### config.mk
export PLATFORM = sky130hd
export DESIGN_NAME = led_strip_animation_frame_generator
export DESIGN_NICKNAME = d
export VERILOG_FILES = /design/src/rtl/core/lsafg_pkg.sv /design/src/rtl/core/lsafg_ctrl.sv /design/src/rtl/core/lsafg_dpath.sv /design/src/rtl/core/led_strip_animation_frame_generator.sv
export SDC_FILE = /design/constraint.sdc
export NUM_CORES = 2
export LEC_CHECK = 0
export CAP_MARGIN = 20
export CORE_AREA = 2 2 299 301
export DETAILED_ROUTE_END_ITERATION = 10
export DIE_AREA = 0 0 301 303
export DONT_BUFFER_PORTS = 1
export GPL_TIMING_DRIVEN = 1
export PLACE_DENSITY = 0.61
export SETUP_SLACK_MARGIN = 0.5
export SYNTH_ARGS = -nofsm -noshare
export SYNTH_HDL_FRONTEND = slang
export SYNTH_SLANG_ARGS = --single-unit
export TNS_END_PERCENT = 5
### constraint.sdc
create_clock -name clock -period 9.1 [get_ports clock]
set_input_delay 0.91 -clock clock [delete_from_list [all_inputs] [get_ports clock]]
set_output_delay 0.91 -clock clock [all_outputs]
set_load 0.01 [all_outputs]
### src/rtl/core/lsafg_pkg.sv
// ----------------------------------------------------------------------------
// lsafg_pkg
// Shared types, register indexes, mode codes and a helper function for the
// LED strip animation frame generator.
// ----------------------------------------------------------------------------
package lsafg_pkg;

   localparam int MaxLeds = 64;

   localparam logic [1:0] MODE_OFF   = 2'd0;
   localparam logic [1:0] MODE_BREATH = 2'd1;
   localparam logic [1:0] MODE_CHASE = 2'd2;
   localparam logic [1:0] MODE_GRAD  = 2'd3;

   localparam logic [2:0] REG_MODE        = 3'd0;
   localparam logic [2:0] REG_LED_COUNT   = 3'd1;
   localparam logic [2:0] REG_WAIT_MS     = 3'd2;
   localparam logic [2:0] REG_MAIN_COLOR  = 3'd3;
   localparam logic [2:0] REG_START_COLOR = 3'd4;
   localparam logic [2:0] REG_END_COLOR   = 3'd5;

   typedef enum logic [6:0] {
      ST_IDLE   = 7'b0000001,
      ST_CHECK  = 7'b0000010,
      ST_WRAP   = 7'b0000100,
      ST_SETUP  = 7'b0001000,
      ST_PIXEL  = 7'b0010000,
      ST_DIVIDE = 7'b0100000,
      ST_EMIT   = 7'b1000000
   } state_type;

   typedef struct packed {
      logic load_req;
      logic frame_start;
      logic wrap_sub;
      logic setup;
      logic div_load;
      logic div_step;
      logic emit;
      logic pix_next;
   } cmd_type;

   typedef struct packed {
      logic due;
      logic wrap_more;
      logic skip;
      logic use_div;
      logic div_last;
      logic rsp_free;
      logic frame_end;
   } status_type;

   // comet tail dimming: divide by (7 - j) for j in 0..5, by reciprocal multiply
   function automatic logic [7:0] chase_div(input logic [7:0] x, input logic [2:0] j);
      logic [18:0] xw;
      logic [7:0]  q;
      xw = 19'(x);
      case (j)
         3'd0:    q = 8'((xw * 19'd293) >> 11);
         3'd1:    q = 8'((xw * 19'd171) >> 10);
         3'd2:    q = 8'((xw * 19'd205) >> 10);
         3'd3:    q = {2'd0, x[7:2]};
         3'd4:    q = 8'((xw * 19'd171) >> 9);
         3'd5:    q = {1'b0, x[7:1]};
         default: q = x;
      endcase
      return q;
   endfunction

endpackage

### src/rtl/core/lsafg_ctrl.sv
// ----------------------------------------------------------------------------
// lsafg_ctrl
// Frame sequencer: checks frame timing, wraps the step, walks the pixels and
// paces the gradient divider and the result register.
// ----------------------------------------------------------------------------
module lsafg_ctrl (
   input  logic                  clock,
   input  logic                  reset,
   input  logic                  req_valid,
   output logic                  req_ready,
   input  lsafg_pkg::status_type status,
   output lsafg_pkg::cmd_type    cmd
);

   lsafg_pkg::state_type state_ff, state_in;

   always_comb begin
      state_in  = state_ff;
      cmd       = '0;
      req_ready = 1'b0;
      case (state_ff)
         lsafg_pkg::ST_IDLE: begin
            req_ready = 1'b1;
            if (req_valid) begin
               cmd.load_req = 1'b1;
               state_in     = lsafg_pkg::ST_CHECK;
            end
         end
         lsafg_pkg::ST_CHECK: begin
            if (status.due) begin
               cmd.frame_start = 1'b1;
               state_in        = lsafg_pkg::ST_WRAP;
            end else begin
               state_in = lsafg_pkg::ST_IDLE;
            end
         end
         lsafg_pkg::ST_WRAP: begin
            if (status.wrap_more) begin
               cmd.wrap_sub = 1'b1;
            end else begin
               state_in = lsafg_pkg::ST_SETUP;
            end
         end
         lsafg_pkg::ST_SETUP: begin
            cmd.setup = 1'b1;
            state_in  = lsafg_pkg::ST_PIXEL;
         end
         lsafg_pkg::ST_PIXEL: begin
            if (status.skip) begin
               cmd.pix_next = 1'b1;
               if (status.frame_end) begin
                  state_in = lsafg_pkg::ST_IDLE;
               end
            end else if (status.use_div) begin
               cmd.div_load = 1'b1;
               state_in     = lsafg_pkg::ST_DIVIDE;
            end else begin
               state_in = lsafg_pkg::ST_EMIT;
            end
         end
         lsafg_pkg::ST_DIVIDE: begin
            cmd.div_step = 1'b1;
            if (status.div_last) begin
               state_in = lsafg_pkg::ST_EMIT;
            end
         end
         lsafg_pkg::ST_EMIT: begin
            if (status.rsp_free) begin
               cmd.emit     = 1'b1;
               cmd.pix_next = 1'b1;
               state_in     = status.frame_end ? lsafg_pkg::ST_IDLE : lsafg_pkg::ST_PIXEL;
            end
         end
         default: begin
            state_in = lsafg_pkg::ST_IDLE;
         end
      endcase
   end

   always_ff @(posedge clock) begin
      if (reset) begin
         state_ff <= lsafg_pkg::ST_IDLE;
      end else begin
         state_ff <= state_in;
      end
   end

endmodule

### src/rtl/core/lsafg_dpath.sv
// ----------------------------------------------------------------------------
// lsafg_dpath
// Configuration registers, animation state, pixel counters, gradient divider
// and the result register.
// ----------------------------------------------------------------------------
module lsafg_dpath (
   input  logic                  clock,
   input  logic                  reset,
   input  logic                  csr_valid,
   input  logic [2:0]            csr_index,
   input  logic [31:0]           csr_data,
   input  logic [31:0]           req_now_ms,
   input  logic                  rsp_ready,
   output logic                  rsp_valid,
   output logic [5:0]            rsp_pixel_index,
   output logic [7:0]            rsp_red_level,
   output logic [7:0]            rsp_green_level,
   output logic [7:0]            rsp_blue_level,
   output logic [7:0]            rsp_brightness_level,
   output logic                  rsp_last_pixel,
   input  lsafg_pkg::cmd_type    cmd,
   output lsafg_pkg::status_type status
);

   logic [1:0]  mode_ff;
   logic [6:0]  led_count_ff;
   logic [31:0] wait_ms_ff;
   logic [23:0] main_color_ff, start_color_ff, end_color_ff;

   logic [31:0] now_ff, last_ff;
   logic [6:0]  step_ff, step_in;
   logic [1:0]  prev_mode_ff;
   logic [7:0]  bright_ff, bright_in;
   logic [6:0]  j_ff, pos_ff, pos_in, last_k_ff;
   logic [2:0]  div_cnt_ff;
   logic [13:0] rem_ff [3];
   logic [7:0]  quo_ff [3];

   logic        rsp_valid_ff;
   logic [5:0]  pix_ff;
   logic [7:0]  red_ff, green_ff, blue_ff, brt_ff;
   logic        last_pix_ff;

   logic [6:0]  eff_l, bound, chase_n, two_n, total, step_mod, step_dist;
   logic [5:0]  half_n, grad_k;
   logic [13:0] num [3];
   logic [13:0] dsh;
   logic [8:0]  dist5;
   logic        frame_end;
   logic [7:0]  main_ch [3];
   logic [7:0]  col [3];

   always_comb begin
      if (led_count_ff < 7'd2) begin
         eff_l = 7'd2;
      end else if (led_count_ff > 7'(lsafg_pkg::MaxLeds)) begin
         eff_l = 7'(lsafg_pkg::MaxLeds);
      end else begin
         eff_l = led_count_ff;
      end
      chase_n = eff_l + 7'd10;
      half_n  = eff_l[6:1];
      two_n   = {eff_l[6:1], 1'b0};
      bound   = (mode_ff == lsafg_pkg::MODE_CHASE) ? chase_n : eff_l;
      case (mode_ff)
         lsafg_pkg::MODE_CHASE: total = chase_n;
         lsafg_pkg::MODE_GRAD:  total = two_n;
         default:               total = eff_l;
      endcase
      frame_end = (j_ff == total - 7'd1);
      grad_k    = (pos_ff[5:0] > half_n) ? pos_ff[5:0] - half_n : half_n - pos_ff[5:0];
      dsh       = 14'({8'd0, half_n} << div_cnt_ff);
      step_dist = (step_ff > 7'd20) ? step_ff - 7'd20 : 7'd20 - step_ff;
      dist5     = 9'(step_dist) * 9'd5;
      step_mod  = (step_ff >= two_n) ? step_ff - two_n : step_ff;
      for (int c = 0; c < 3; c++) begin
         num[c] = 14'(end_color_ff[8*c +: 8]) * 14'(grad_k)
                + 14'(start_color_ff[8*c +: 8]) * 14'(half_n - grad_k);
         main_ch[c] = main_color_ff[8*c +: 8];
      end
   end

   always_comb begin
      for (int c = 0; c < 3; c++) begin
         case (mode_ff)
            lsafg_pkg::MODE_BREATH: col[c] = main_ch[c];
            lsafg_pkg::MODE_CHASE: begin
               if (j_ff <= 7'd5) begin
                  col[c] = (c == 0) ? main_ch[c] : lsafg_pkg::chase_div(main_ch[c], j_ff[2:0]);
               end else if (j_ff <= 7'd10) begin
                  col[c] = main_ch[c];
               end else begin
                  col[c] = 8'd0;
               end
            end
            lsafg_pkg::MODE_GRAD:  col[c] = quo_ff[c];
            default:               col[c] = 8'd0;
         endcase
      end
   end

   always_comb begin
      step_in = step_ff;
      if (cmd.frame_start) begin
         step_in = (prev_mode_ff != mode_ff) ? 7'd0 : step_ff + 7'd1;
      end else if (cmd.wrap_sub) begin
         step_in = step_ff - bound;
      end
      bright_in = bright_ff;
      case (mode_ff)
         lsafg_pkg::MODE_BREATH: bright_in = dist5[8:1];
         lsafg_pkg::MODE_CHASE,
         lsafg_pkg::MODE_GRAD:   bright_in = 8'd50;
         default:                bright_in = bright_ff;
      endcase
      pos_in = pos_ff + 7'd1;
      if (mode_ff == lsafg_pkg::MODE_CHASE && pos_in == chase_n) begin
         pos_in = 7'd0;
      end else if (mode_ff == lsafg_pkg::MODE_GRAD && pos_in == two_n) begin
         pos_in = 7'd0;
      end
   end

   always_ff @(posedge clock) begin
      if (reset) begin
         mode_ff        <= lsafg_pkg::MODE_OFF;
         led_count_ff   <= 7'd8;
         wait_ms_ff     <= 32'd50;
         main_color_ff  <= '0;
         start_color_ff <= '0;
         end_color_ff   <= '0;
      end else if (csr_valid) begin
         case (csr_index)
            lsafg_pkg::REG_MODE:        mode_ff        <= csr_data[1:0];
            lsafg_pkg::REG_LED_COUNT:   led_count_ff   <= csr_data[6:0];
            lsafg_pkg::REG_WAIT_MS:     wait_ms_ff     <= csr_data;
            lsafg_pkg::REG_MAIN_COLOR:  main_color_ff  <= csr_data[23:0];
            lsafg_pkg::REG_START_COLOR: start_color_ff <= csr_data[23:0];
            lsafg_pkg::REG_END_COLOR:   end_color_ff   <= csr_data[23:0];
            default: ;
         endcase
      end
   end

   always_ff @(posedge clock) begin
      if (reset) begin
         step_ff      <= '0;
         last_ff      <= '0;
         prev_mode_ff <= lsafg_pkg::MODE_OFF;
         bright_ff    <= 8'd255;
         rsp_valid_ff <= 1'b0;
      end else begin
         step_ff <= step_in;
         if (cmd.frame_start) begin
            last_ff      <= now_ff;
            prev_mode_ff <= mode_ff;
         end
         if (cmd.setup) begin
            bright_ff <= bright_in;
         end
         if (cmd.emit) begin
            rsp_valid_ff <= 1'b1;
         end else if (rsp_ready) begin
            rsp_valid_ff <= 1'b0;
         end
      end
   end

   always_ff @(posedge clock) begin
      if (cmd.load_req) begin
         now_ff <= req_now_ms;
      end
      if (cmd.setup) begin
         j_ff <= '0;
         case (mode_ff)
            lsafg_pkg::MODE_CHASE: pos_ff <= step_ff;
            lsafg_pkg::MODE_GRAD:  pos_ff <= step_mod;
            default:               pos_ff <= '0;
         endcase
         last_k_ff <= (step_ff == 7'd0 || step_ff > eff_l) ? eff_l - 7'd1 : step_ff - 7'd1;
      end else if (cmd.pix_next) begin
         j_ff   <= j_ff + 7'd1;
         pos_ff <= pos_in;
      end
      if (cmd.div_load) begin
         div_cnt_ff <= 3'd7;
         for (int c = 0; c < 3; c++) begin
            rem_ff[c] <= num[c];
            quo_ff[c] <= '0;
         end
      end else if (cmd.div_step) begin
         div_cnt_ff <= div_cnt_ff - 3'd1;
         for (int c = 0; c < 3; c++) begin
            if (rem_ff[c] >= dsh) begin
               rem_ff[c]             <= rem_ff[c] - dsh;
               quo_ff[c][div_cnt_ff] <= 1'b1;
            end
         end
      end
      if (cmd.emit) begin
         pix_ff      <= (mode_ff == lsafg_pkg::MODE_CHASE) ? pos_ff[5:0] : j_ff[5:0];
         red_ff      <= col[2];
         green_ff    <= col[1];
         blue_ff     <= col[0];
         brt_ff      <= bright_ff;
         last_pix_ff <= (mode_ff == lsafg_pkg::MODE_CHASE) ? (pos_ff == last_k_ff) : frame_end;
      end
   end

   assign status.due       = (now_ff - last_ff) > wait_ms_ff;
   assign status.wrap_more = step_ff >= bound;
   assign status.skip      = (mode_ff == lsafg_pkg::MODE_CHASE) && (pos_ff >= eff_l);
   assign status.use_div   = (mode_ff == lsafg_pkg::MODE_GRAD);
   assign status.div_last  = (div_cnt_ff == 3'd0);
   assign status.rsp_free  = !rsp_valid_ff || rsp_ready;
   assign status.frame_end = frame_end;

   assign rsp_valid            = rsp_valid_ff;
   assign rsp_pixel_index      = pix_ff;
   assign rsp_red_level        = red_ff;
   assign rsp_green_level      = green_ff;
   assign rsp_blue_level       = blue_ff;
   assign rsp_brightness_level = brt_ff;
   assign rsp_last_pixel       = last_pix_ff;

endmodule

### src/rtl/core/led_strip_animation_frame_generator.sv
// ----------------------------------------------------------------------------
// led_strip_animation_frame_generator
// Each request carries a millisecond timestamp. When more than wait_ms has
// passed since the last frame, the animation step advances and one pixel
// write per LED (count clamped to 2..64, rounded down to even in gradient
// mode) is sent on the rsp_ channel; the last write of a frame has
// rsp_last_pixel set. Requests that fall inside the frame interval give no
// write. Registers are written through csr_ (index 0..5); the user must
// write them only while idle, which the block itself does not enforce. The
// sequencer checks timing, subtracts the step bound until the step wraps,
// runs a setup step, then handles each pixel in turn; in gradient mode a
// restoring divider per color channel sets the pace. One request is
// processed at a time; req_ready is high only between frames. When the
// receiver stalls, the current write holds in the result register and the
// sequencer waits. Reset restores the register defaults (mode off, 8 LEDs,
// 50 ms), clears the step and the frame time, and sets brightness to full.
// ----------------------------------------------------------------------------
module led_strip_animation_frame_generator (
   input  logic        clock,
   input  logic        reset,
   input  logic        req_valid,
   output logic        req_ready,
   input  logic [31:0] req_now_ms,
   output logic        rsp_valid,
   input  logic        rsp_ready,
   output logic [5:0]  rsp_pixel_index,
   output logic [7:0]  rsp_red_level,
   output logic [7:0]  rsp_green_level,
   output logic [7:0]  rsp_blue_level,
   output logic [7:0]  rsp_brightness_level,
   output logic        rsp_last_pixel,
   input  logic        csr_valid,
   output logic        csr_ready,
   input  logic [2:0]  csr_index,
   input  logic [31:0] csr_data
);

   lsafg_pkg::cmd_type    cmd;
   lsafg_pkg::status_type status;

   assign csr_ready = 1'b1;

   lsafg_ctrl u_ctrl (
      .clock     (clock),
      .reset     (reset),
      .req_valid (req_valid),
      .req_ready (req_ready),
      .status    (status),
      .cmd       (cmd)
   );

   lsafg_dpath u_dpath (
      .clock                (clock),
      .reset                (reset),
      .csr_valid            (csr_valid),
      .csr_index            (csr_index),
      .csr_data             (csr_data),
      .req_now_ms           (req_now_ms),
      .rsp_ready            (rsp_ready),
      .rsp_valid            (rsp_valid),
      .rsp_pixel_index      (rsp_pixel_index),
      .rsp_red_level        (rsp_red_level),
      .rsp_green_level      (rsp_green_level),
      .rsp_blue_level       (rsp_blue_level),
      .rsp_brightness_level (rsp_brightness_level),
      .rsp_last_pixel       (rsp_last_pixel),
      .cmd                  (cmd),
      .status               (status)
   );

endmodule

==> results_dict.tcl <==
set metrics [dict create \
    antenna_found_initial 1 \
    yosysTopAreaCell "fa_1" \
    yosys-top-cells-count "inv_1, ha_1, nand2_1" \
    die_width_um 301 \
    slew_headroom_pct 26.3 \
    grt_use_met2_pct 36.3 \
    path_clk_slew_ns 0.06 \
    syn_nets 5086 \
    cts-root-buf "clkbuf_16" \
    hold_end "u_dpath.last_ff[7]$_SDFFE_PP0P_" \
    use_met1_pct 30.3 \
    synth-edff-count 151 \
    area_growth_syn_to_layout_pct 9.30 \
    dieArea_um2 91200 \
    timing.critical_path.buf_inv 6 \
    rsz0062_at_grt "yes" \
    grt.total_usage_pct 22.4 \
    fill_cells 8398 \
    grt_pass1_wl_um 161000 \
    io_buffer_count 0 \
    ir_drop_mv 0.193 \
    remaining_drc_errors 0 \
    timing.fmax_ghz 0.116 \
    worst_slack_ns 0.444 \
    crit_path_top_delay_cell "fa_1" \
    hp-class "input pin to flop" \
    power_w 0.00477 \
    drtPass1Iterations 5 \
    maxCapViolations 0 \
    insertion_delay_ns 0.62 \
    ctsHoldBuffers 0 \
    grt_max_degree 171 \
    drt_iter0_markers 1846 \
    start_util_pct 42.8 \
    fin_hold_ws_ns 0.367 \
    setup_viol 0 \
    reg2reg_from "u_dpath.led_count_ff[3]$_SDFFE_PP1P_" \
    status "finished, final reports clean" \
    postLayoutCellArea_um2 41100 \
    overflow 0 \
    gp_congestion 0.870 \
    cts.sink_count 331 \
    place_area_um2 39200 \
    drt-total-wl_um 101000 \
    powerDensity_nw_per_um2 116 \
    reg2reg_depth 36 \
    synth_top_area_share_pct 17.6 \
    min_period_over_period_pct 95.1 \
    synth.avg_cell_area_um2 9.04 \
    numCtsBuffers 43 \
    synth_area_leaders "fa_1, ha_1, edfxtp_1, dfxtp_1, inv_1" \
    fin_skew_ns 0.0339 \
    avgRoutedWirePerCell_um 19.0 \
    met3_usage_pct 4.26 \
    arrival_ns 9.03 \
    ys_ff_latch 331 \
    maxSlewViolCount 0 \
    ys_warn_count 0 \
    start_kind "flop" \
    top_usage_layer "met2" \
    worstHoldStart "reset" \
    synth_top_flop_cell "dfxtp_1" \
    synth_area_um2 37600 \
    crit_type "flop to flop" \
    finalSetupTns_ns 0 \
    post-dp-hpwl_um 77800 \
    num_rows 109 \
    cts_tree "done" \
    die_height_um 303 \
    worstMarginPinSlew_ns 1.10 \
    crit_path_max_incr_delay_ns 0.52 \
    hold_depth 1 \
    ys_async_sr_fraction_pct 0 \
    fin_nets 5064 \
    p_leak_nw 19.1 \
    yosysMostFrequentCell "inv_1" \
    synth_cell_types 91 \
    yosysSeqAreaShare_pct 21.6 \
    hold_viol 0 \
    r2r-end "u_dpath.rem_ff[0][13]$_DFFE_PP_" \
    crit_fanout 5 \
    cts_htree_levels 2 \
    clk_path_buf_depth 3 \
    worstPathRequired_ns 9.47 \
    end_kind "flop" \
    io_pins 114 \
    drive_gt1_share_pct 6.66 \
    grt_pass1_vias 28821 \
    fin_crit_ns 8.66 \
    crit_top_cell "fa_1" \
    startpoint "u_dpath.led_count_ff[3]$_SDFFE_PP1P_" \
    vias 28851 \
    crit_family "adder cells" \
    core-area_um2 88000 \
    post-place-ws_ns -0.0526 \
    synthCells 4161 \
    ant_nets 0 \
    rrSetupSlack_ns 0.44 \
    avgViaCountPerCell 5.40 \
]
cell usage in the layout, fill, tap and decap left out, types with 24 or more instances in the layout:
master,instances
o21a_1,27
nor2b_1,61
and3_1,24
and2_1,165
dfxtp_1,178
a21o_1,56
buf_4,64
a21oi_1,251
xnor2_1,144
o211ai_1,25
mux2i_1,97
nor3_1,64
nand2_1,425
clkbuf_16,46
a31oi_1,25
nand4_1,33
nand2b_1,56
o21ai_0,126
nand3_1,46
ha_1,507
inv_1,607
edfxtp_1,151
fa_1,327
xor2_1,75
nor2_1,187
how the worst max path moves through the flow:
| stage | end | cells after the start |
|---|---|---|
| 2_1_floorplan | u_dpath.rem_ff[0][13]$_DFFE_PP_ | 40 |
| 3_3_place_gp | u_dpath.rem_ff[0][41]$_DFFE_PP_ | 34 |
| 3_5_place_dp | u_dpath.rem_ff[0][41]$_DFFE_PP_ | 34 |
| 4_1_cts | u_dpath.rem_ff[0][13]$_DFFE_PP_ | 36 |
| 5_1_grt | u_dpath.rem_ff[0][26]$_DFFE_PP_ | 38 |
| 6_report | u_dpath.rem_ff[0][13]$_DFFE_PP_ | 36 |
sequential cells by signal, indices dropped and copies added, names as in the netlist, 8 cells and up:
register,cells
u_dpath.bright_ff,8
u_dpath.end_color_ff,24
u_dpath.last_ff,32
u_dpath.main_color_ff,24
u_dpath.now_ff,32
u_dpath.quo_ff,24
u_dpath.rem_ff,42
u_dpath.rsp_blue_level,8
u_dpath.rsp_brightness_level,8
u_dpath.rsp_green_level,8
u_dpath.rsp_red_level,8
u_dpath.start_color_ff,24
u_dpath.wait_ms_ff,32
power breakdown:
part | total [W] | switching [W] | internal, W
Combinational | 0.00134 | 0.000772 | 0.000564
Clock | 0.00176 | 0.000752 | 0.00101
Sequential | 0.00168 | 0.0000560 | 0.00162
Total | 0.00477 | 0.00158 | 0.00319
stage by stage:
stage	std cells	util, %
floorplan	4161	-
detailed placement	5238	44.5
global placement	5237	44.5
finish	5340	46.7
global route	5339	46.7
CTS	5335	46.6
logic make-up (layout without fill, tap and decap cells):
logic type	Yosys count	after routing	synth area share, %
AND/OR/NAND/NOR	1162	1162	15.2
adder cells (fa/ha/maj)	853	853	35.0
buffers and inverters	759	771	7.70
AO/OA/AOI/OAI	706	706	11.9
flip-flops	331	331	21.6
XOR/XNOR	229	230	5.42
multiplexers	120	120	3.26
other	1	2	0.00997
worst register-to-register path: cells and delay by family, from the launching register on:
family,cells,cell delay [ns]
adder cells (fa/ha/maj),10,3.88
AO/OA/AOI/OAI,13,2.06
AND/OR/NAND/NOR,3,0.75
multiplexers,2,0.64
XOR/XNOR,2,0.41
buffers and inverters,6,0.36
flip-flops,1,0.33
area by class of cell:
type	instances	area, um2	area share, %
diodes	1	2.50	0.00609
clock buffers	59	1260	3.06
clock inverters	21	193	0.469
inverters	619	2320	5.65
multi-input cells	3072	27100	66.0
flip-flops and latches	331	8140	19.8
well taps	1165	1460	3.55
repair buffers	72	598	1.45
routing by layer:
layer  part of all wire (%)  up-vias
met4                    3.3        0
li1                       -    13904
met5                      0        -
met1                     44    13974
met3                    6.9      156
met2                     46      817
what timing repair did:
| action | in CTS | in global routing |
|---|---|---|
| buffers inserted | 16 | 3 |
| endpoints found under the setup margin | 23 | 20 |
| pin swaps | 40 | 22 |
| gates resized for setup | 38 | 23 |
| gates cloned | 1 | 1 |
No activity file was read; power rests on OpenSTA's default activity.
